==> src/design/plg_pkg.sv <==
package plg_pkg;

    // Fixed widths of the ports.
    localparam int CFG_WIDTH   = 32;
    localparam int OUT_WIDTH   = 32;
    localparam int COUNT_WIDTH = 28;

    localparam logic [CFG_WIDTH-1:0]   MAX_VALUE_RESET = CFG_WIDTH'(100);
    localparam logic [COUNT_WIDTH-1:0] COUNT_MAX       = {COUNT_WIDTH{1'b1}};

    // Every run starts testing at this value.
    localparam int FIRST_CANDIDATE = 2;

    // Handshake between the sequencer and the divider.
    typedef struct packed {
        logic start;
    } div_req_t;

    typedef struct packed {
        logic done;
    } div_rsp_t;

endpackage

==> src/design/plg_divider.sv <==
module plg_divider #(
    parameter int WIDTH = 32
) (
    input  logic               aclk,
    input  logic               aresetn,
    input  plg_pkg::div_req_t  req,
    input  logic [WIDTH-1:0]   dividend,
    input  logic [WIDTH-1:0]   divisor,
    output plg_pkg::div_rsp_t  rsp,
    output logic [WIDTH-1:0]   quotient,
    output logic [WIDTH-1:0]   remainder
);

    localparam int CW = $clog2(WIDTH + 1);

    logic             busy_reg, busy_next;
    logic             done_reg, done_next;
    logic [CW-1:0]    cnt_reg, cnt_next;
    logic [WIDTH-1:0] rem_reg, rem_next;
    logic [WIDTH-1:0] quo_reg, quo_next;
    logic [WIDTH-1:0] dsr_reg, dsr_next;

    logic [WIDTH:0]   trial;
    logic [WIDTH:0]   diff;
    logic             fits;

    // One quotient bit per cycle, restoring form.
    assign trial = {rem_reg, quo_reg[WIDTH-1]};
    assign diff  = trial - {1'b0, dsr_reg};
    assign fits  = trial >= {1'b0, dsr_reg};

    always_comb begin
        busy_next = busy_reg;
        done_next = 1'b0;
        cnt_next  = cnt_reg;
        rem_next  = rem_reg;
        quo_next  = quo_reg;
        dsr_next  = dsr_reg;
        if (req.start) begin
            busy_next = 1'b1;
            cnt_next  = CW'(WIDTH);
            rem_next  = '0;
            quo_next  = dividend;
            dsr_next  = divisor;
        end else if (busy_reg) begin
            rem_next = fits ? diff[WIDTH-1:0] : trial[WIDTH-1:0];
            quo_next = {quo_reg[WIDTH-2:0], fits};
            cnt_next = cnt_reg - CW'(1);
            if (cnt_reg == CW'(1)) begin
                busy_next = 1'b0;
                done_next = 1'b1;
            end
        end
    end

    always_ff @(posedge aclk) begin
        if (!aresetn) begin
            busy_reg <= 1'b0;
            done_reg <= 1'b0;
        end else begin
            busy_reg <= busy_next;
            done_reg <= done_next;
        end
        cnt_reg <= cnt_next;
        rem_reg <= rem_next;
        quo_reg <= quo_next;
        dsr_reg <= dsr_next;
    end

    assign rsp.done  = done_reg;
    assign quotient  = quo_reg;
    assign remainder = rem_reg;

endmodule

==> config.mk <==
export PLATFORM = sky130hd
export DESIGN_NAME = plg_divider
export DESIGN_NICKNAME = d
export VERILOG_FILES = /design/src/design/plg_pkg.sv /design/src/design/plg_divider.sv
export SDC_FILE = /design/constraint.sdc
export NUM_CORES = 1
export LEC_CHECK = 0
export ABC_AREA = 0
export ABC_CLOCK_PERIOD_IN_PS = 6000
export BUFFER_PORTS_ARGS = -buffer_cell sky130_fd_sc_hd__buf_2
export CAP_MARGIN = 20
export CORE_UTILIZATION = 42
export DETAILED_ROUTE_END_ITERATION = 16
export PLACE_DENSITY_LB_ADDON = 0.3
export SYNTH_ARGS = -nofsm -noshare
export SYNTH_HDL_FRONTEND = slang
export SYNTH_SLANG_ARGS = --single-unit
==> constraint.sdc <==
create_clock -name aclk -period 6 [get_ports aclk]
set_input_delay 1.5 -clock aclk [delete_from_list [all_inputs] [get_ports aclk]]
set_output_delay 1.5 -clock aclk [all_outputs]
set_load 0.05 [all_outputs]
==> summary.txt <==
Outcome
  • Status: completed

Drt
  • Post-route ant nets: 0
  • Drt first pass iters: 4
  • Drt initial violations: approximately 230
  • DR WL/cell: roughly 16 um
  • Via count: 4,814
  • WL final: 14.0 mm
  • Drc violations: 0
  • Routed vias/inst: about 5.4

Power
  • Switching Share: 0.357
  • Register share of total power: 0.419
  • Worst IR Drop VDD: 0.235 mV
  • Clock share of power: 0.270
  • Comb pwr share: 0.311
  • Pwr/cell area: 294 nW/um^2
  • P_int: around 1.3 mW
  • Net Sw Power: around 0.75 mW
  • Pleak: ~3.0 nW

Timing
  • Min Hold Slack: 498 ps
  • Skew final: ~14 ps
  • Worst setup slack after layout: 2690 ps
  • Tcrit/Tclk final: 0.552
  • Slew @ Worst Pin: about 700 ps
  • RSZ-0062 raised after global routing: false
  • Count of final setup violators: 0
  • Fin. Hold Viols: 0
  • Setup TNS Final: 0 ps
  • Max Clock Freq: roughly 300 MHz
  • Minimum clock period: between 3000 and 4000 ps
  • Final-report max-slew violation count: 0
  • Worst rel slew slack: 0.532

Critical path
  • Worst flop-to-flop path startpoint: dsr_reg[13]$_DFFE_PP_
  • CP Launch Type: register
  • Crit path launch: dsr_reg[13]$_DFFE_PP_
  • CP cell instances: inv_1 > ha_1 > nand4_1 > nor4_1 > nand4_1 > o211ai_1 > nor3_1 > o21ai_4 > buf_4 > o311ai_1 > a311oi_1
  • Crit path max fanout: 30
  • CP Buf/Inv Count: 2
  • Largest delay share family, worst path: compound AO/OA/AOI/OAI gates
  • Worst path required time: around 6300 ps
  • WP depth: 11
  • R2r endpoint: remainder[20]$_SDFFE_PP0P_
  • CP max stage delay: ~480 ps
  • Setup crit end: remainder[20]$_SDFFE_PP0P_
  • CP dominant cell by count: nand4_1
  • CP arrival: approximately 3600 ps
  • Worst reg-to-reg setup slack: roughly 2700 ps
  • CP endpoint kind: register
  • R2R depth: 11
  • Setup Crit Path Kind: reg2reg
  • Critical Path Slowest Stage Cell: buf_4

Clock network
  • CTS Buf Count: 9
  • Clock-pin slew on the worst setup and hold paths: ~80 ps
  • H-tree depth: 3
  • Postcts setup bufs: 0
  • CTS Hold Bufs: 0
  • Worst-Skew Late Latency: approximately 360 ps
  • TritonCTS clock tree: built
  • # resized after CTS: 0
  • Root Buffer: clkbuf_16
  • CTS Sinks: 104
  • Maximum clock path buffer count: 2

Cells and area
  • Share of layout cells above drive strength 1: 0.271
  • Fillers: about 1,300
  • Layout area overhead: 17.6%
  • Fin cells: 894
  • Commonest cells after routing, fill and taps aside: 130 x buf_2, 64 x edfxtp_1, 57 x nor2_1, 44 x inv_1, 39 x dfxtp_1
  • Final layout net count: 810
  • FF+latch area: 2720 sq um
  • Footprint of the multi-input gates: a little over 3000 sq um
  • Commonest non-fill, non-tap cell in the layout: buf_2

Floorplanning
  • # IOs: 132
  • Die Ht: between 100 and 150 um
  • Die Outline Area: 14,900 sq um
  • Standard-cell rows: 43
  • Die width: around 120 um
  • Initial Utilization: 0.433
  • Total core area: between 10,000 and 15,000 sq um

Global route
  • Initial antenna violation count: 0
  • Vias in the first global route: about 4,800
  • GR Util All Layers: 0.196
  • Grt total ovfl: 0
  • First-pass GRT wire length: around 23 mm
  • Largest net degree at the start of global routing: 64

Logic synthesis
  • Top_reg_cell synth: edfxtp_1
  • Avg Cell Area, Syn: around 10 sq um
  • Synth Warn #: 0
  • Netlist Area Pre-Place: approximately 6100 sq um
  • Sequential-to-total area share from yosys stat: 0.450
  • Post-synthesis cell count: slightly below 600
  • Number of enable flip-flop cells after synthesis: 64
  • FF+latch count, synth: approximately 100
  • Ys async rst share: 0
  • Syn nets: between 600 and 700
  • Yosys cell types: 65

Place
  • Worst slack at placement: 2640 ps
  • DP Wirelength: 10.5 mm
  • PortBufs: between 100 and 150
  • Gpl congestion: between 0.9 and 1
  • Inst Count DP: between 800 and 900

Hold path
  • Hold Path Class: reg2reg

Job
  • Max_cap viols: 0
per-stage QoR:
stage,instance area [sq um],power (mW),utilization
final,7120,2.09,0.509
after global routing,7120,2.20,0.509
after CTS,7120,2.12,0.509
after detailed placement,6840,1.54,0.489
after global placement,6820,1.53,0.488
after floorplan,6060,1.39,-
worst min path at each step:
stage                     cells after the start  slack, ps                       start                          to
after floorplan                               2        460     cnt_reg[5]$_SDFFE_PP1P_     cnt_reg[5]$_SDFFE_PP1P_
after global placement                        2        470     cnt_reg[0]$_SDFFE_PP0P_     cnt_reg[0]$_SDFFE_PP0P_
after detailed placement                      2        480     cnt_reg[5]$_SDFFE_PP1P_     cnt_reg[5]$_SDFFE_PP1P_
after CTS                                     2        510     cnt_reg[5]$_SDFFE_PP1P_     cnt_reg[5]$_SDFFE_PP1P_
after global routing                          2        550  remainder[13]$_SDFFE_PP0P_  remainder[13]$_SDFFE_PP0P_
final                                         2        500     cnt_reg[5]$_SDFFE_PP1P_     cnt_reg[5]$_SDFFE_PP1P_
cells by family (layout without fill, tap and decap cells):
family                   after synthesis  count (layout)  share of synthesized area
AO/OA/AOI/OAI                        146             146                      0.164
AND/OR/NAND/NOR                      146             146                      0.118
flip-flops                           104             104                      0.450
buffers and inverters                 74             195                     0.0506
multiplexers                          57              57                      0.101
adder cells (fa/ha/maj)               35              35                     0.0736
XOR/XNOR                              30              30                     0.0434
other                                  0               1                          0
worst reg2reg max path: cells and delay by family (launching register included):
kind,cells,cell delay [ps]
compound gates,4,970
fa+ha+maj,1,430
buf+inv,2,540
flops,1,340
simple gates,4,940
synthesized netlist by cell type (all sizes together), types with 2 or more instances:
master / count / area share
nor2b: 5 / 0.0052
o21a: 6 / 0.0074
mux2: 32 / 0.060
xor2: 9 / 0.013
a2111oi: 2 / 0.0041
nand3b: 3 / 0.0037
inv: 44 / 0.027
a21oi: 38 / 0.032
nand3: 9 / 0.0074
nor4b: 2 / 0.0039
o311a: 2 / 0.0033
a22o: 2 / 0.0029
mux2i: 25 / 0.041
nand2b: 3 / 0.0031
o22ai: 2 / 0.0021
dfxtp: 40 / 0.13
clkbuf: 21 / 0.013
edfxtp: 64 / 0.32
o21bai: 3 / 0.0037
a21o: 6 / 0.0074
and2: 5 / 0.0052
a211oi: 23 / 0.029
a31oi: 7 / 0.0072
o21ai: 25 / 0.023
o211ai: 7 / 0.0087
nor2: 57 / 0.035
nand2: 33 / 0.020
buf: 9 / 0.010
ha: 34 / 0.070
nand4: 10 / 0.011
nor3: 10 / 0.0083
o31ai: 5 / 0.0070
a21boi: 3 / 0.0037
o2111a: 3 / 0.0056
xnor2: 21 / 0.030
nor4: 5 / 0.0087
area by class of cell:
cell class,count,area share
Multi-Input combinational cell,414,0.425
Sequential cell,104,0.383
Timing Repair Buffer,135,0.0977
Clock buffer,10,0.0322
Tap cell,180,0.0316
Inverter,44,0.0232
Clock inverter,6,0.00721
Antenna cell,1,0.000351
metal layers:
metal / GRT usage / vias to the layer above / wire length [um] / share of wire
li1: - / 2403 / - / -
met3: 0.0688 / 16 / 1100 / 0.078
met5: 0 / - / 0 / 0
met1: 0.238 / 2257 / 6120 / 0.44
met2: 0.322 / 138 / 6570 / 0.47
met4: 0.0686 / 0 / 255 / 0.018
power groups by stage:
stage               clock (mW)  combinational, mW  sequential (mW)
floorplan                    0              0.364             1.03
detailed placement           0              0.651            0.892
global route             0.606              0.709            0.885
CTS                      0.588              0.653            0.877
finish                   0.566              0.651            0.876
global placement             0              0.640            0.890
Note: power is estimated with default switching activity, not from simulation.
